## config.mk

```make
export PLATFORM = sky130hd
export DESIGN_NAME = rbs_divider
export DESIGN_NICKNAME = d
export VERILOG_FILES = /design/src/rbs_pkg.sv /design/src/rbs_divider.sv
export SDC_FILE = /design/constraint.sdc
export NUM_CORES = 2
export LEC_CHECK = 0
export ABC_CLOCK_PERIOD_IN_PS = 12800
export BUFFER_PORTS_ARGS = -buffer_cell sky130_fd_sc_hd__clkbuf_2
export CAP_MARGIN = 0
export CELL_PAD_IN_SITES_DETAIL_PLACEMENT = 0
export CELL_PAD_IN_SITES_GLOBAL_PLACEMENT = 2
export CORE_UTILIZATION = 44
export DETAILED_ROUTE_END_ITERATION = 16
export GPL_ROUTABILITY_DRIVEN = 1
export PLACE_DENSITY_LB_ADDON = 0.25
export SETUP_SLACK_MARGIN = 0.15
export SLEW_MARGIN = 20
export SYNTH_ARGS = -nofsm -noshare
export SYNTH_HDL_FRONTEND = slang
export SYNTH_SLANG_ARGS = --single-unit
export TNS_END_PERCENT = 20
```

## constraint.sdc

```tcl
create_clock -name clk_i -period 12.8 [get_ports clk_i]
set_input_delay 0.64 -clock clk_i [delete_from_list [all_inputs] [get_ports clk_i]]
set_output_delay 0.64 -clock clk_i [all_outputs]
set_load 0.02 [all_outputs]
```

## src/rbs_pkg.sv

```systemverilog
// Shared types and constants of the radial blend select core.
package rbs_pkg;

  // configuration register width and layout
  localparam int unsigned CFG_W = 32;
  localparam logic [CFG_W-1:0] RADIUS_SQ_RST = 32'd65536;
  localparam logic [CFG_W-1:0] BAND_SQ_RST = 32'd3277;

  // register index as decoded from the byte address
  localparam logic REG_RADIUS_SQ = 1'b0;
  localparam logic REG_BAND_SQ = 1'b1;

  // band compare runs at least this wide before the sign bit
  localparam int unsigned CMP_MIN_W = 33;

  // distance into the band and the divisor 2*T2 both fit here
  localparam int unsigned DIV_W = CFG_W + 1;

  // blend weight, unsigned Q0.16 with room for 1.0
  localparam int unsigned W_FRAC = 16;
  localparam int unsigned W_BITS = W_FRAC + 1;
  localparam logic [W_BITS-1:0] W_HALF = 17'd32768;

  // stage counts of the front and back sections
  localparam int unsigned RAD_STAGES = 3;
  localparam int unsigned BLEND_STAGES = 3;

  typedef enum logic [1:0] {
    REGION_OUTSIDE = 2'd0,
    REGION_INSIDE  = 2'd1,
    REGION_BAND    = 2'd2
  } region_e;

  typedef struct packed {
    logic [CFG_W-1:0] radius_sq;
    logic [CFG_W-1:0] band_sq;
  } cfg_t;

endpackage

```

## src/rbs_divider.sv

```systemverilog
// Pipelined restoring divider: one quotient bit per stage, weight = dist*2^16/(2*T2).
module rbs_divider #(
  parameter int unsigned SIDE_W = 34
) (
  input  logic                              clk_i,
  input  logic                              rst_ni,
  input  logic                              valid_i,
  output logic                              hold_o,
  input  logic [rbs_pkg::DIV_W-1:0]         dist_i,
  input  logic [SIDE_W-1:0]                 side_i,
  input  logic [rbs_pkg::CFG_W-1:0]         band_sq_i,
  output logic                              valid_o,
  input  logic                              hold_i,
  output logic [rbs_pkg::W_BITS-1:0]        weight_o,
  output logic [SIDE_W-1:0]                 side_o
);

  localparam int unsigned NST = rbs_pkg::W_BITS;
  localparam int unsigned DW  = rbs_pkg::DIV_W;

  logic [DW:0]               divisor;
  logic [NST-1:0]            vld_q;
  logic [NST-1:0]            hold;
  logic [DW-1:0]             rem_q [NST];
  logic [NST-1:0]            quo_q [NST];
  logic [SIDE_W-1:0]         side_q [NST];

  // divisor 2*T2, one bit wider for the shifted remainder compare
  assign divisor = {1'b0, band_sq_i, 1'b0};

  for (genvar k = 0; k < NST; k++) begin : g_stage
    logic            vin;
    logic            hnext;
    logic [DW-1:0]   rem_in;
    logic [NST-1:0]  quo_in;
    logic [SIDE_W-1:0] side_in;
    logic [DW:0]     shifted;
    logic [DW:0]     sub;
    logic            ge;

    if (k == 0) begin : g_first
      // first step decides the integer bit (weight of exactly one)
      assign vin     = valid_i;
      assign rem_in  = dist_i;
      assign quo_in  = '0;
      assign side_in = side_i;
      assign shifted = {1'b0, rem_in};
    end else begin : g_next
      assign vin     = vld_q[k-1];
      assign rem_in  = rem_q[k-1];
      assign quo_in  = quo_q[k-1];
      assign side_in = side_q[k-1];
      assign shifted = {rem_in, 1'b0};
    end

    if (k == NST - 1) begin : g_last
      assign hnext = hold_i;
    end else begin : g_mid
      assign hnext = hold[k+1];
    end

    assign hold[k] = vld_q[k] & hnext;
    assign sub     = shifted - divisor;
    assign ge      = (shifted >= divisor);

    always_ff @(posedge clk_i or negedge rst_ni) begin
      if (!rst_ni) begin
        vld_q[k] <= 1'b0;
      end else if (!hold[k]) begin
        vld_q[k] <= vin;
      end
    end

    always_ff @(posedge clk_i) begin
      if (!hold[k]) begin
        rem_q[k]  <= ge ? sub[DW-1:0] : shifted[DW-1:0];
        quo_q[k]  <= {quo_in[NST-2:0], ge};
        side_q[k] <= side_in;
      end
    end
  end

  assign hold_o  = hold[0];
  assign valid_o = vld_q[NST-1];
  assign side_o  = side_q[NST-1];

  // a zero band holds only r2 == R2, which takes the middle weight
  assign weight_o = (band_sq_i == '0) ? rbs_pkg::W_HALF : quo_q[NST-1];

endmodule

```

==> impl_metrics.yaml <==
run_status:
  status: "finished clean"
timing:
  slew_headroom_pct: 20.8
  final_hold_viol_count: 0
  post-route-period-util_pct: 42.1
  timing.fmax_mhz: 186
  fin_skew_ns: 0.0534
  slew_violations: 0
  tns_ns: 0
  finalSetupViolations: 0
  finalCriticalPeriod_ns: 5.39
  grt_setup_unrepaired: "false"
  worst_pin_slew_ns: 1.18
place:
  dpl-instance-area_mm2: 0.0732
  place_hpwl_um: 129000
  numPortBuffers: 155
  place_congestion: 0.893
setup_path:
  cp-startpoint: "valid_o"
  r2r_start: "valid_o"
  critPathArrivalTime_ns: 4.75
  cp.required_ns: 12.16
  slowest_delay_ns: 0.47
  end_kind: "output port"
  r2r_end: "rem_q[0][0]"
  critical_path_peak_fanout: 30
  slowest_stage: "nor3_1"
  cp_num_buf_inv: 3
  path_delay_family: "simple AND/OR/NAND/NOR gates"
  path_depth: 11
  r2r_cells: 10
  reg2reg_slack_ns: 8.25
  endpoint: "hold_o"
  crit_chain: "and3_1 -> nand3_4 -> nor2_1 -> clkinv_2 -> nor3_1 -> and2_1 -> nand3_4 -> nor2_1 -> nand2_4 -> inv_1 -> clkbuf_2"
  path_class: "reg -> out"
  cp-start-kind: "register"
drt:
  wire_per_inst_um: 21.1
  first_iter_violations: 3186
  routed.top_layer: "met4"
  via_count: 46500
  drtPass1Iterations: 6
  drt-vias-per-instance: 5.57
  drtAntennaViolNets: 0
  met2WireLength_um: 84100
  drt-met1-wl_um: 78600
  drt-total-wl_um: 176000
  drcViolationCount: 0
  route.met3.wl_um: 8190
cts:
  numCtsBuffers: 139
  clock_latency_ns: 0.78
  cts_resized: 0
  clock-sinks: 1261
  cts_root_buffer: "clkbuf_16"
  cts_buffer_depth: 3
  cts_tree: "built"
  clk_pin_slew_worst_paths_ns: 0.06
  h-tree-depth: 4
  cts_setup_buffers: 0
layout:
  design_area_mm2: 0.0781
  nNetsFinal: 6849
  n_fill_cell: 14100
  drive_gt1_share_pct: 10.8
  area_growth_pct: 12.0
global_routing:
  grt_first_pass_wirelength_um: 266000
  grt_pass1_vias: 45300
  grt_overflow: 0
  antenna_found_initial: 8
  grt_max_degree: 72
  grt_usage_pct: 21.9
job:
  drv_cap: 0
synthesis:
  synth_async_sr_flop_share_pct: 1.35
  synth_cell_types: 86
  ys_seq_area_share_pct: 54.2
  yosysWarnings: 0
  avgSynthCellArea_um2: 11.7
  ys_ff_latch: 1261
  syn_inst: 5935
  synth-edff-count: 1244
  synth_fp_nets: 6597
  syn-cell-area_mm2: 0.0697
  ys.flop_type: "edfxtp_1"
floorplan:
  io_pins: 156
  dieArea_mm2: 0.160
  start_util_pct: 44.5
  die-height_um: 400
  die_w_um: 400
  core_area_mm2: 0.157
  row_count: 145
power:
  p_per_area_mw_per_mm2: 267
  ir_worst_vdd_mv: 0.194
  p_leak_nw: 30.9
worst_hold_path:
  hp-class: "in -> reg"
  holdPathStages: 1
[how the worst min path moves through the flow]
stage                                 end  slack, ns     startpoint
after floorplan           g_stage[10].vin       0.34         rst_ni
after global placement      side_q[2][20]       0.40  side_q[1][20]
after detailed placement    quo_q[1][110]       0.40   quo_q[1][92]
after CTS                   side_q[0][16]     0.0002     side_i[16]
after global routing        side_q[0][20]       0.01     side_i[20]
final                       side_q[0][16]       0.06     side_i[16]
[logic make-up after synthesis]
group,synth area share [%]
xor gates and xnor gates,5.39
buffers and inverters,1.83
and+or+nand+nor,9.74
AOI/OAI and AO/OA,15.5
adders and majority gates,10.2
DFF,54.2
muxes,3.14
[routing by layer]
metal	vias to the layer above	GRT usage, %
li1	23100	-
met1	22300	29.0
met2	935	36.4
met3	258	3.84
met4	0	6.79
met5	-	0
[synthesized netlist by cell type, types with 8 or more instances]
master	n	share of area, %
ha_1	543	9.7
nand2b_1	83	0.74
nand4b_1	8	0.10
a211o_1	18	0.23
buf_2	28	0.20
o21ai_0	283	2.0
a31o_2	9	0.11
o31a_1	19	0.24
a311oi_1	10	0.13
o211ai_1	20	0.22
nand3_1	106	0.76
a31oi_1	51	0.46
xnor2_1	292	3.7
nand3b_1	9	0.097
o21a_1	78	0.84
fa_1	16	0.46
clkbuf_1	99	0.53
a21oi_1	698	5.0
nor3_1	61	0.44
and4_1	9	0.11
a221o_1	9	0.13
a21o_1	275	3.0
a221oi_1	10	0.13
nor2b_1	96	0.86
dfrtp_1	17	0.61
a21boi_0	15	0.16
and3_1	51	0.46
and2_1	27	0.24
o22ai_1	13	0.12
a2111oi_0	13	0.16
nor4_1	25	0.22
nor2_1	536	2.9
or3_1	26	0.23
nand4_1	76	0.68
inv_1	190	1.0
edfxtp_1	1244	54
o21ai_1	10	0.072
o21bai_1	69	0.74
xor2_1	137	1.7
mux2_2	183	3.0
a41oi_1	9	0.11
a211oi_1	34	0.37
o31ai_1	26	0.28
nand2_1	279	1.5
or2_2	19	0.17
[repair_timing]
action / CTS / global route
endpoints found under the setup margin: 0 / 0
hold endpoints to repair: 37 / 0
hold buffers: 21 / 0
[final cells by class]
| class | instances | area (µm²) | share of cell area [%] |
|---|---|---|---|
| clock inverters | 78 | 1050 | 1.34 |
| well taps | 2058 | 2570 | 3.30 |
| repair buffers | 246 | 1510 | 1.94 |
| multi-input cells | 4349 | 30800 | 39.5 |
| inverters | 190 | 717 | 0.918 |
| clock buffers | 168 | 3590 | 4.59 |
| diodes | 3 | 7.51 | 0.00961 |
| flip-flops and latches | 1261 | 37800 | 48.4 |
[placed cells by master, fill, tap and decap left out, types with 155 or more instances in the layout]
cell	instances
inv_1	183
nor2_1	536
xnor2_1	292
nand2_1	270
a21o_1	275
a21oi_1	698
o21ai_0	281
clkbuf_2	155
edfxtp_1	1244
ha_1	543
mux2_2	183
[registers in the layout, summed over array words and instances (netlist names)]
name         flops
valid_o          1
rem_q          513
quo_q          153
side_q         578
g_stage.vin     16
[stage by stage]
stage | hold slack [ns] | utilization (%) | std cells | power [mW] | setup WS, ns
after floorplan | 0.344 | - | 5935 | 14.5 | 3.07
after global placement | 0.400 | 46.7 | 8083 | 16.8 | 6.98
after detailed placement | 0.405 | 46.7 | 8083 | 16.9 | 6.99
after CTS | 0.000208 | 49.8 | 8350 | 21.0 | 7.35
after global routing | 0.0131 | 49.8 | 8352 | 22.4 | 7.02
final | 0.0588 | 49.8 | 8353 | 20.9 | 7.41
[where the power goes]
| group | total [mW] | switching (mW) | internal (mW) |
|---|---|---|---|
| sequential | 7.40 | 0.791 | 6.61 |
| combinational | 9.48 | 5.31 | 4.17 |
| clock | 4.00 | 1.71 | 2.29 |
| total | 20.9 | 7.81 | 13.1 |
Power figures use the tool's default switching activity.
