**config.mk**
```make
export PLATFORM = sky130hd
export DESIGN_NAME = rbs_blend
export DESIGN_NICKNAME = d
export VERILOG_FILES = /design/src/rbs_pkg.sv /design/src/rbs_blend.sv
export SDC_FILE = /design/constraint.sdc
export NUM_CORES = 1
export LEC_CHECK = 0
export BUFFER_PORTS_ARGS = -buffer_cell sky130_fd_sc_hd__clkbuf_2
export CORE_ASPECT_RATIO = 0.8
export CORE_MARGIN = 2
export CORE_UTILIZATION = 48
export DETAILED_ROUTE_END_ITERATION = 6
export GPL_ROUTABILITY_DRIVEN = 0
export PLACE_DENSITY = 0.62
export SETUP_SLACK_MARGIN = 0.4
export SLEW_MARGIN = 15
export SYNTH_ARGS = -nofsm -noshare
export SYNTH_HDL_FRONTEND = slang
export SYNTH_SLANG_ARGS = --single-unit
```
**constraint.sdc**
```tcl
create_clock -name clk_i -period 18.15 [get_ports clk_i]
set_clock_uncertainty 0.2 [all_clocks]
set_input_delay 1.815 -clock clk_i [delete_from_list [all_inputs] [get_ports clk_i]]
set_output_delay 1.815 -clock clk_i [all_outputs]
set_load 0.02 [all_outputs]
```
**src/rbs_pkg.sv**
```systemverilog
// Shared types and constants of the radial blend select core.
package rbs_pkg;

  // configuration register width and layout
  localparam int unsigned CFG_W = 32;
  localparam logic [CFG_W-1:0] RADIUS_SQ_RST = 32'd65536;
  localparam logic [CFG_W-1:0] BAND_SQ_RST = 32'd3277;

  // register index as decoded from the byte address
  localparam logic REG_RADIUS_SQ = 1'b0;
  localparam logic REG_BAND_SQ = 1'b1;

  // band compare runs at least this wide before the sign bit
  localparam int unsigned CMP_MIN_W = 33;

  // distance into the band and the divisor 2*T2 both fit here
  localparam int unsigned DIV_W = CFG_W + 1;

  // blend weight, unsigned Q0.16 with room for 1.0
  localparam int unsigned W_FRAC = 16;
  localparam int unsigned W_BITS = W_FRAC + 1;
  localparam logic [W_BITS-1:0] W_HALF = 17'd32768;

  // stage counts of the front and back sections
  localparam int unsigned RAD_STAGES = 3;
  localparam int unsigned BLEND_STAGES = 3;

  typedef enum logic [1:0] {
    REGION_OUTSIDE = 2'd0,
    REGION_INSIDE  = 2'd1,
    REGION_BAND    = 2'd2
  } region_e;

  typedef struct packed {
    logic [CFG_W-1:0] radius_sq;
    logic [CFG_W-1:0] band_sq;
  } cfg_t;

endpackage

```
**src/rbs_blend.sv**
```systemverilog
// Back section: weighted difference, product and final select (three stages).
module rbs_blend #(
  parameter int unsigned VALUE_BITS = 16
) (
  input  logic                          clk_i,
  input  logic                          rst_ni,
  input  logic                          valid_i,
  output logic                          hold_o,
  input  logic [rbs_pkg::W_BITS-1:0]    weight_i,
  input  rbs_pkg::region_e              region_i,
  input  logic signed [VALUE_BITS-1:0]  inner_i,
  input  logic signed [VALUE_BITS-1:0]  outer_i,
  output logic                          valid_o,
  input  logic                          hold_i,
  output logic signed [VALUE_BITS-1:0]  blended_o,
  output rbs_pkg::region_e              region_o
);

  localparam int unsigned NST    = rbs_pkg::BLEND_STAGES;
  localparam int unsigned DIFF_W = VALUE_BITS + 1;
  localparam int unsigned PROD_W = DIFF_W + rbs_pkg::W_BITS + 1;

  logic [NST-1:0] vld_q;
  logic [NST-1:0] hold;

  assign hold[2] = vld_q[2] & hold_i;
  assign hold[1] = vld_q[1] & hold[2];
  assign hold[0] = vld_q[0] & hold[1];
  assign hold_o  = hold[0];

  always_ff @(posedge clk_i or negedge rst_ni) begin
    if (!rst_ni) begin
      vld_q <= '0;
    end else begin
      if (!hold[0]) vld_q[0] <= valid_i;
      if (!hold[1]) vld_q[1] <= vld_q[0];
      if (!hold[2]) vld_q[2] <= vld_q[1];
    end
  end

  // stage 1: inner - outer at one extra bit
  logic signed [DIFF_W-1:0]     diff_d, diff_q;
  logic [rbs_pkg::W_BITS-1:0]   w1_q;
  rbs_pkg::region_e             region1_q;
  logic signed [VALUE_BITS-1:0] inner1_q, outer1_q;

  assign diff_d = {inner_i[VALUE_BITS-1], inner_i} - {outer_i[VALUE_BITS-1], outer_i};

  always_ff @(posedge clk_i) begin
    if (!hold[0]) begin
      diff_q    <= diff_d;
      w1_q      <= weight_i;
      region1_q <= region_i;
      inner1_q  <= inner_i;
      outer1_q  <= outer_i;
    end
  end

  // stage 2: difference times weight
  logic signed [rbs_pkg::W_BITS:0] w_sgn;
  logic signed [PROD_W-1:0]        prod_d, prod_q;
  rbs_pkg::region_e                region2_q;
  logic signed [VALUE_BITS-1:0]    inner2_q, outer2_q;

  assign w_sgn  = $signed({1'b0, w1_q});
  assign prod_d = diff_q * w_sgn;

  always_ff @(posedge clk_i) begin
    if (!hold[1]) begin
      prod_q    <= prod_d;
      region2_q <= region1_q;
      inner2_q  <= inner1_q;
      outer2_q  <= outer1_q;
    end
  end

  // stage 3: floor of product / 2^16 added to outer, then region select
  logic signed [PROD_W-1:0]     scaled, outer_ext, mix;
  logic signed [VALUE_BITS-1:0] blended_d, blended_q;
  rbs_pkg::region_e             region3_q;

  assign scaled    = prod_q >>> rbs_pkg::W_FRAC;
  assign outer_ext = {{(PROD_W - VALUE_BITS){outer2_q[VALUE_BITS-1]}}, outer2_q};
  assign mix       = outer_ext + scaled;

  always_comb begin
    case (region2_q)
      rbs_pkg::REGION_OUTSIDE: blended_d = outer2_q;
      rbs_pkg::REGION_INSIDE:  blended_d = inner2_q;
      rbs_pkg::REGION_BAND:    blended_d = mix[VALUE_BITS-1:0];
      default:                 blended_d = outer2_q;
    endcase
  end

  always_ff @(posedge clk_i) begin
    if (!hold[2]) begin
      blended_q <= blended_d;
      region3_q <= region2_q;
    end
  end

  assign valid_o   = vld_q[2];
  assign blended_o = blended_q;
  assign region_o  = region3_q;

endmodule
```
==> reports/results.tsv <==
stage	metric	value	unit
clock_network	Clk Latency, worst-skew pair	0.44	ns
logic_synthesis	Syn Inst Count	1456	
setup_path	WP buf/inv	3	
setup_path	WS Path Type	reg -> reg	
global_routing	GRT Resource Usage Total	23.4	%
final_layout	share of cells above drive strength 1	8.06	%
timing	Slew @ Worst Pin	0.894	ns
global_routing	initial antenna violation count	0	
timing	final setup margin	11.45	ns
logic_synthesis	Post-synth EDFFs	136	
drt	Post-Route WL	36200	um
setup_path	delay-heaviest family, CP	adder cells	
timing	Slew headroom	40.2	%
setup_path	crit path max fanout	17	
die	cell row count	58	
clock_network	post-CTS sizing	0	
timing	crit path time final	6.70	ns
die	DIE WIDTH	203	um
min_path	Worst Hold Class	reg -> reg	
global_routing	M1 GR Usage	32.9	%
final_layout	Layout fillers	2838	
setup_path	Critical Path Start Type	register	
die	Die Y	164	um
die	Starting Density	48.7	%
setup_path	crit-path max cell delay	0.89	ns
global_routing	GRT met2 Usage	36.4	%
logic_synthesis	Post-Syn Area	15300	um^2
global_routing	total gr overflow	0	
clock_network	CTS Hold Bufs	0	
setup_path	CP Data Arrival Time	6.67	ns
place	Post-Place Setup Slack	11.49	ns
global_routing	pin count of the biggest net entering global routing	52	
job	max-cap violations	0	
logic_synthesis	sequential area share after synthesis	27.2	%
die	I/O pin cnt	75	
place	Final HPWL DP	27900	um
setup_path	CP Cell Sequence	nand2_1, fa_1, fa_1, inv_1, fa_1, fa_1, fa_1, inv_1, fa_1, inv_1, ha_1, and3_1, a31o_2, a21oi_1, nand3_2, a21oi_2, o21ai_1, xor2_1	
global_routing	busiest grt layer	met2	
logic_synthesis	Ys Warns	0	
final_layout	Antenna Cells	0	
logic_synthesis	FF+latch count, synth	139	
timing	Final period util	36.9	%
die	Die Area	33300	um^2
drt	Avg WL per Cell	18.6	um
drt	via count	10200	
place	Placed Cells	1914	
logic_synthesis	fraction of registers with async set/reset	2.16	%
clock_network	CTS tree	done	
die	Core ar.	31400	um^2
timing	RSZ-0062 raised after global routing	false	
logic_synthesis	Synth Flop Type	edfxtp_1	
timing	FMAX	149	MHz
drt	drt initial violations	723	
global_routing	grt met3 use	5.51	%
clock_network	Max clock buf depth	2	
final_layout	fin area	16600	um^2
clock_network	Root Driver	clkbuf_16	
global_routing	first-pass GRT wire length	58500	um
place	# port buffers	74	
logic_synthesis	syn_nets	1875	
drt	DRT antenna net count	0	
final_layout	fin cells	1946	
setup_path	Crit. End Element	register	
final_layout	synthesis-to-finish area growth	8.95	%
clock_network	H-Tree Depth	4	
clock_network	Num CTS Buffers	17	
setup_path	WP data required	18.12	ns
final_layout	Final #Nets	1932	
clock_network	clock sinks	139	
run_status	status	finished clean	
timing	setup TNS	0	ns
setup_path	most frequent cell on the critical path	fa_1	
drt	drt first pass iters	6	
drt	final routed DRC violation total	0	
drt	mean number of vias per cell	5.27	
setup_path	Slowest-stage cell, CP	edfxtp_1	
timing	Hold Vio Cnt, Final	0	
place	placed cell areas	16000	um^2
clock_network	Post-CTS Repair Setup Buffers	0	
timing	Pins Over Slew Limit	0	
timing	final setup violation count	0	
global_routing	vias in the first global route	10800	
logic_synthesis	Syn Area/Cell	10.5	um^2
clock_network	clk slew on worst S/H paths	0.06	ns
logic_synthesis	Netlist cell types	58	
per-layer routing:
metal	vias up	routed length [um]
met4	0	688
met5	-	0
met3	45	2640
met1	5141	16500
met2	297	16300
li1	4764	-
metrics by stage:
stage                     hold slack [ns]  utilization [%]
after floorplan                     0.200                -
after global placement              0.201             51.2
after detailed placement            0.205             51.2
after CTS                           0.217             53.1
after global routing                0.220             53.1
final                               0.215             53.1
layout make-up:
type,instances,area [um^2],area share [%]
Clock inverter,14,159,0.955
Sequential cell,139,4160,25.0
Timing Repair Buffer,78,400,2.41
Inverter,294,1100,6.63
Tap cell,420,526,3.16
Clock buffer,18,429,2.58
Multi-Input combinational cell,983,9860,59.3
cell usage after synthesis (3+ instances only):
| cell type | instances | area, um^2 |
|---|---|---|
| o211ai_1 | 3 | 22.5 |
| clkbuf_1 | 38 | 143 |
| xnor2_1 | 28 | 245 |
| a21oi_1 | 45 | 225 |
| o21ai_0 | 28 | 140 |
| mux2i_1 | 3 | 30.0 |
| dfrtp_1 | 3 | 75.1 |
| nand2_1 | 146 | 548 |
| ha_1 | 139 | 1740 |
| a211o_1 | 3 | 26.3 |
| nor2b_1 | 10 | 62.6 |
| nand2b_1 | 20 | 125 |
| a21o_1 | 18 | 135 |
| fa_1 | 225 | 4500 |
| a22oi_1 | 7 | 52.6 |
| o21bai_1 | 4 | 30.0 |
| xor2_1 | 17 | 149 |
| o21a_1 | 6 | 45.0 |
| edfxtp_1 | 136 | 4080 |
| nand4_1 | 7 | 43.8 |
| and3_1 | 6 | 37.5 |
| a31oi_1 | 6 | 37.5 |
| and2_1 | 154 | 963 |
| nor3_1 | 11 | 55.1 |
| nor2_1 | 37 | 139 |
| a221oi_1 | 8 | 70.1 |
| nand3_1 | 8 | 40.0 |
| inv_1 | 293 | 1100 |
| o21ai_1 | 6 | 30.0 |
| a211oi_1 | 7 | 52.6 |
worst paths after layout:
check	start	endpoint	slack, ns	cells past startpoint
max	w1_q[12]$_DFFE_PN_	prod_q[22]$_DFFE_PN_	11.45	18
min reg2reg	outer1_q[3]$_DFFE_PN_	outer2_q[3]$_DFFE_PN_	0.22	0
min	outer1_q[3]$_DFFE_PN_	outer2_q[3]$_DFFE_PN_	0.22	0
max reg2reg	w1_q[12]$_DFFE_PN_	prod_q[22]$_DFFE_PN_	11.45	18
max in group asynchronous	rst_ni	vld_q[2]$_DFFE_PN0N_	16.69	1
min in group asynchronous	rst_ni	vld_q[0]$_DFFE_PN0N_	0.96	1
cell families (layout without fill, tap and decap cells):
kind of cell / after synthesis / in the layout / synth area share, %
mux: 3 / 3 / 0.197
xor+xnor: 45 / 45 / 2.58
compound gates: 165 / 165 / 7.26
flops: 139 / 139 / 27.2
simple gates: 406 / 406 / 13.6
fa+ha+maj: 364 / 364 / 40.9
buf+inv: 334 / 404 / 8.23
state kept, by name, indices dropped and copies added, names as in the netlist:
register / flops
inner2_q: 16
region2_q: 2
region_o: 2
diff_q: 17
outer1_q: 16
inner1_q: 16
w1_q: 17
outer2_q: 16
region1_q: 2
vld_q: 3
prod_q: 16
blended_o: 16
cell usage in the layout, fill, tap and decap left out, drive strengths merged, types with 10 or more instances in the layout:
cell type	count
inv	298
fa	225
and2	154
nand2	146
ha	139
edfxtp	136
clkbuf	92
a21oi	47
nor2	37
o21ai	35
xnor2	28
nand2b	20
a21o	18
xor2	17
nor3	12
nor2b	10
Power is left out: the tool's default activity adds up to more than one toggle a clock period on the data nets, which glitch-free logic cannot reach.
