**config.mk**
```make
export PLATFORM = sky130hd
export DESIGN_NAME = rbs_radius
export DESIGN_NICKNAME = d
export VERILOG_FILES = /design/src/rbs_pkg.sv /design/src/rbs_radius.sv
export SDC_FILE = /design/constraint.sdc
export NUM_CORES = 2
export LEC_CHECK = 0
export BUFFER_PORTS_ARGS = -buffer_cell sky130_fd_sc_hd__buf_2
export CORE_MARGIN = 10
export CORE_UTILIZATION = 30
export CTS_BUF_LIST = sky130_fd_sc_hd__clkbuf_2
export DETAILED_ROUTE_END_ITERATION = 10
export MAX_ROUTING_LAYER = met4
export SLEW_MARGIN = 30
export SYNTH_ARGS = -nofsm -noshare
export SYNTH_HDL_FRONTEND = slang
export SYNTH_SLANG_ARGS = --single-unit
export TNS_END_PERCENT = 100
```
**constraint.sdc**
```tcl
create_clock -name clk_i -period 6 [get_ports clk_i]
set_input_delay 1.2 -clock clk_i [delete_from_list [all_inputs] [get_ports clk_i]]
set_output_delay 1.2 -clock clk_i [all_outputs]
set_load 0.01 [all_outputs]
```
**src/rbs_pkg.sv**
```systemverilog
// Shared types and constants of the radial blend select core.
package rbs_pkg;

  // configuration register width and layout
  localparam int unsigned CFG_W = 32;
  localparam logic [CFG_W-1:0] RADIUS_SQ_RST = 32'd65536;
  localparam logic [CFG_W-1:0] BAND_SQ_RST = 32'd3277;

  // register index as decoded from the byte address
  localparam logic REG_RADIUS_SQ = 1'b0;
  localparam logic REG_BAND_SQ = 1'b1;

  // band compare runs at least this wide before the sign bit
  localparam int unsigned CMP_MIN_W = 33;

  // distance into the band and the divisor 2*T2 both fit here
  localparam int unsigned DIV_W = CFG_W + 1;

  // blend weight, unsigned Q0.16 with room for 1.0
  localparam int unsigned W_FRAC = 16;
  localparam int unsigned W_BITS = W_FRAC + 1;
  localparam logic [W_BITS-1:0] W_HALF = 17'd32768;

  // stage counts of the front and back sections
  localparam int unsigned RAD_STAGES = 3;
  localparam int unsigned BLEND_STAGES = 3;

  typedef enum logic [1:0] {
    REGION_OUTSIDE = 2'd0,
    REGION_INSIDE  = 2'd1,
    REGION_BAND    = 2'd2
  } region_e;

  typedef struct packed {
    logic [CFG_W-1:0] radius_sq;
    logic [CFG_W-1:0] band_sq;
  } cfg_t;

endpackage

```
**src/rbs_radius.sv**
```systemverilog
// Front section: squares, radius sum and band classification (three stages).
module rbs_radius #(
  parameter int unsigned COORD_BITS = 16,
  parameter int unsigned VALUE_BITS = 16
) (
  input  logic                          clk_i,
  input  logic                          rst_ni,
  input  logic                          valid_i,
  output logic                          hold_o,
  input  logic signed [COORD_BITS-1:0]  pos_x_i,
  input  logic signed [COORD_BITS-1:0]  pos_y_i,
  input  logic signed [COORD_BITS-1:0]  pos_z_i,
  input  logic signed [VALUE_BITS-1:0]  inner_i,
  input  logic signed [VALUE_BITS-1:0]  outer_i,
  input  rbs_pkg::cfg_t                 cfg_i,
  output logic                          valid_o,
  input  logic                          hold_i,
  output rbs_pkg::region_e              region_o,
  output logic [rbs_pkg::DIV_W-1:0]     dist_o,
  output logic signed [VALUE_BITS-1:0]  inner_o,
  output logic signed [VALUE_BITS-1:0]  outer_o
);

  localparam int unsigned SQ_W = 2 * COORD_BITS;
  localparam int unsigned CMP_W =
    ((SQ_W > rbs_pkg::CMP_MIN_W) ? SQ_W : rbs_pkg::CMP_MIN_W) + 1;
  localparam int unsigned NST = rbs_pkg::RAD_STAGES;

  logic [NST-1:0] vld_q;
  logic [NST-1:0] hold;

  // stall chain: a stage holds when it is full and the next one holds
  assign hold[NST-1] = vld_q[NST-1] & hold_i;
  assign hold[1]     = vld_q[1] & hold[2];
  assign hold[0]     = vld_q[0] & hold[1];
  assign hold_o      = hold[0];

  always_ff @(posedge clk_i or negedge rst_ni) begin
    if (!rst_ni) begin
      vld_q <= '0;
    end else begin
      if (!hold[0]) vld_q[0] <= valid_i;
      if (!hold[1]) vld_q[1] <= vld_q[0];
      if (!hold[2]) vld_q[2] <= vld_q[1];
    end
  end

  // stage 1: three squares
  logic signed [SQ_W-1:0] sqx_d, sqy_d, sqz_d;
  logic [SQ_W-1:0]        sqx_q, sqy_q, sqz_q;
  logic signed [VALUE_BITS-1:0] inner1_q, outer1_q;

  assign sqx_d = pos_x_i * pos_x_i;
  assign sqy_d = pos_y_i * pos_y_i;
  assign sqz_d = pos_z_i * pos_z_i;

  always_ff @(posedge clk_i) begin
    if (!hold[0]) begin
      sqx_q    <= $unsigned(sqx_d);
      sqy_q    <= $unsigned(sqy_d);
      sqz_q    <= $unsigned(sqz_d);
      inner1_q <= inner_i;
      outer1_q <= outer_i;
    end
  end

  // stage 2: r2 sum; three squares stay below 2^SQ_W
  logic [SQ_W-1:0] r2_d, r2_q;
  logic signed [VALUE_BITS-1:0] inner2_q, outer2_q;

  assign r2_d = sqx_q + sqy_q + sqz_q;

  always_ff @(posedge clk_i) begin
    if (!hold[1]) begin
      r2_q     <= r2_d;
      inner2_q <= inner1_q;
      outer2_q <= outer1_q;
    end
  end

  // stage 3: compare against R2 +/- T2 and take distance below upper edge
  logic signed [CMP_W-1:0] r2_ext, rad_ext, band_ext, hi_ext, lo_ext, dist_ext;
  rbs_pkg::region_e        region_d, region_q;
  logic [rbs_pkg::DIV_W-1:0] dist_q;
  logic signed [VALUE_BITS-1:0] inner3_q, outer3_q;

  assign r2_ext   = $signed({{(CMP_W - SQ_W){1'b0}}, r2_q});
  assign rad_ext  = $signed({{(CMP_W - rbs_pkg::CFG_W){1'b0}}, cfg_i.radius_sq});
  assign band_ext = $signed({{(CMP_W - rbs_pkg::CFG_W){1'b0}}, cfg_i.band_sq});
  assign hi_ext   = rad_ext + band_ext;
  assign lo_ext   = rad_ext - band_ext;
  assign dist_ext = hi_ext - r2_ext;

  always_comb begin
    if (r2_ext > hi_ext) begin
      region_d = rbs_pkg::REGION_OUTSIDE;
    end else if (r2_ext < lo_ext) begin
      region_d = rbs_pkg::REGION_INSIDE;
    end else begin
      region_d = rbs_pkg::REGION_BAND;
    end
  end

  always_ff @(posedge clk_i) begin
    if (!hold[2]) begin
      region_q <= region_d;
      dist_q   <= dist_ext[rbs_pkg::DIV_W-1:0];
      inner3_q <= inner2_q;
      outer3_q <= outer2_q;
    end
  end

  assign valid_o  = vld_q[NST-1];
  assign region_o = region_q;
  assign dist_o   = dist_q;
  assign inner_o  = inner3_q;
  assign outer_o  = outer3_q;

endmodule

```
==> results.json <==
{
  "outcome": "finished with violations",
  "violations": "setup timing",
  "core_sq_um": 140000,
  "die-area_sq_um": 157000,
  "cts_tree": "done",
  "hold_path.class": "input port to flip-flop",
  "first_global_vias": 34000,
  "clock-sinks": 259,
  "setup_tns_ns": -0.0616,
  "whs_ns": 0.323,
  "clk_root_buffer_cell": "clkbuf_2",
  "route.detailed.drc": 0,
  "synthArstFlopShare_pct": 1.16,
  "viasPerCell": 4.45,
  "globalRouteOverflowTotal": 0,
  "syn-instance-count": 4279,
  "portBuffers": 216,
  "nets": 6377,
  "clk_latency_ns": 1.08,
  "hpwl_um": 94100,
  "n_fill_cell": 14100,
  "gp_congestion": 0.905,
  "setup_ws_ns": -0.0616,
  "drt_first_pass_iters": 5,
  "routed_wl_um": 107000,
  "grt_antenna_before_repair": 13,
  "synth_warnings": 0,
  "syn_area_sq_um": 42400,
  "end_kind": "flip-flop",
  "grt_max_degree": 127,
  "synth_area_per_cell_sq_um": 9.92,
  "slew_violations": 0,
  "rows": 137,
  "grt_use_met3_pct": 1.45,
  "drt_iter0_drc": 1088,
  "cp_max_fo": 4,
  "ys_seq_area_share_pct": 18.3,
  "grt_pass1_wl_um": 175000,
  "floorplan.die.height_um": 396,
  "cts_htree_levels": 3,
  "cp_data_required_time_ns": 6.69,
  "clock_skew_ns": 0.176,
  "drv_cap": 0,
  "max_freq_ghz": 0.165,
  "die_x_um": 396,
  "worstSetupPathType": "input port to flip-flop",
  "grt-busiest-layer": "met2",
  "post-route-period-util_pct": 101,
  "cp.arrival_ns": 6.75,
  "synth-seq-cells": 259,
  "clockBufferDepth": 3,
  "rrSetupSlack_ns": 1.95,
  "clkTransAtPathRegs_ns": 0.09,
  "synth_edf_count": 256,
  "area_growth_pct": 23.0,
  "finalSetupViolations": 1,
  "initial_utilization_pct": 30.3,
  "cp-start-kind": "input port",
  "relSlewSlack_pct": 43.6,
  "drive_gt1_share_pct": 23.3,
  "period_minus_slack_ns": 6.06,
  "ys.flop_type": "edfxtp_1",
  "grt_util_all_layers_pct": 14.0,
  "ioPinCount": 217,
  "synth.distinct_cells": 94,
  "dr_total_vias": 31200,
  "use_met2_pct": 24.0,
  "rsz0062_at_grt": "yes",
  "met1_usage_pct": 17.9,
  "ant_nets": 0,
  "cts_made_buffers": 72,
  "final_hold_viol_count": 0,
  "worst_pin_slew_ns": 0.846,
  "wl_per_cell_um": 15.3
}
## cells in the mapped netlist (5+ instances only)
library cell,count,area (sq um)
o31a_1,8,70.1
a31o_2,16,140
nor3b_1,5,37.5
nor4_1,14,87.6
nand3_1,40,200
and4_1,5,43.8
edfxtp_1,256,7690
xor2_1,52,455
a21boi_0,6,45.0
clkbuf_1,86,323
and3_1,18,113
or2_2,13,81.3
o21ai_1,6,30.0
o21a_1,25,188
a2111oi_0,9,78.8
fa_1,736,14700
ha_1,427,5340
o31ai_1,9,67.6
and2_1,115,719
a31oi_1,21,131
nor2_1,205,769
nor3_1,34,170
a311o_1,5,50.1
o211ai_1,11,82.6
a211o_1,9,78.8
or3_1,8,50.1
inv_1,1062,3990
xnor2_1,176,1540
nand4_1,18,113
nor2b_1,27,169
a21oi_1,178,891
o311ai_1,5,43.8
o2111ai_1,5,43.8
buf_1,6,22.5
a41o_1,5,50.1
o21bai_1,37,278
o21ai_0,91,455
nand2b_1,35,219
a21o_1,80,601
a211oi_1,15,113
nand2_1,308,1160
## worst max-delay path, stage by stage
cell and delay, ns:
buf_12 0.11, and2_4 0.16, fa_1 0.52, inv_2 0.04, fa_1 0.51, fa_1 0.57, inv_2 0.04, fa_1 0.52
fa_1 0.50, inv_1 0.05, fa_1 0.49, inv_2 0.05, ha_4 0.24, a21o_1 0.16, a21o_1 0.16, a21oi_2 0.15
o221ai_2 0.14, a211o_1 0.33, a21o_1 0.21, a41o_1 0.24, buf_4 0.13, a311o_1 0.25
## registers in the layout, summed over array words and instances (netlist names)
signal,cells
sqx_q,31
vld_q,3
outer_o,16
sqy_q,31
sqz_q,31
region_o,2
inner1_q,16
inner_o,16
outer1_q,16
inner2_q,16
dist_o,33
outer2_q,16
r2_q,32
## repair_timing
item | 4_1_cts | 5_1_grt
resized for setup | 0 | 204
pin swaps | 2 | 99
hold buffers | 1 | 0
endpoints found under the setup margin | 1 | 19
buffers inserted | 0 | 15
endpoints found under the hold margin | 3 | 0
## cell type report
type                       count  area [sq um]  share of cell area, %
antenna                       13          32.5                 0.0623
clock inverter                24           156                  0.300
timing repair buffer         807          5990                   11.5
sequential                   259          7760                   14.9
tap                         1876          2350                   4.50
inverter                    1067          4030                   7.72
multi-input combinational   2859         31400                   60.1
clock buffer                  99           495                  0.949
## layout by cell type (no fill, tap or decap), drive strengths merged, types with 25 or more instances in the layout
| cell type | instances |
|---|---|
| inv | 1066 |
| buf | 793 |
| fa | 736 |
| ha | 427 |
| nand2 | 308 |
| edfxtp | 256 |
| nor2 | 206 |
| a21oi | 178 |
| xnor2 | 176 |
| and2 | 115 |
| clkbuf | 112 |
| o21ai | 99 |
| a21o | 80 |
| xor2 | 52 |
| nand3 | 40 |
| o21bai | 37 |
| nor3 | 36 |
| nand2b | 35 |
| nor2b | 28 |
| o21a | 25 |
## metal layers
layer	routed length, um	vias up
met5	0	-
met4	2330	0
met3	3740	152
met2	52800	573
met1	48500	15300
li1	-	15100
## worst paths after layout
| path | endpoint | cells after the start | from |
|---|---|---|---|
| max in group asynchronous | vld_q[0] | 2 | rst_ni |
| setup / recovery | sqz_q[31] | 22 | pos_z_i[2] |
| hold reg to reg | inner_o[1] | 0 | inner2_q[1] |
| setup reg to reg | r2_q[28] | 11 | sqy_q[5] |
| hold / removal | inner1_q[9] | 1 | inner_i[9] |
| min in group asynchronous | vld_q[1] | 2 | rst_ni |
## cells by family (layout without fill, tap and decap cells)
family | Yosys count | in the layout | synth area share [%]
flip-flops | 259 | 259 | 18.3
adder cells (fa/ha/maj) | 1163 | 1163 | 47.3
buffers and inverters | 1163 | 1997 | 10.3
AND/OR/NAND/NOR | 863 | 863 | 9.65
other | 1 | 16 | 0.00884
XOR/XNOR | 228 | 228 | 4.71
AO/OA/AOI/OAI | 599 | 599 | 9.65
multiplexers | 3 | 3 | 0.0708
## per-stage QoR
| stage | instances | util (%) | cell area (sq um) | setup slack [ns] |
|---|---|---|---|---|
| finish | 7004 | 37.3 | 52200 | -0.0616 |
| CTS | 6975 | 36.7 | 51300 | 0.0196 |
| detailed placement | 6851 | 36.2 | 50700 | -1.12 |
| global route | 6996 | 37.3 | 52200 | -0.0872 |
| floorplan | 4281 | - | 43600 | -0.809 |
| global placement | 6851 | 36.2 | 50700 | -1.02 |
Power is left out: the tool's default activity adds up to more than one toggle a clock period on the data nets, which glitch-free logic cannot reach.
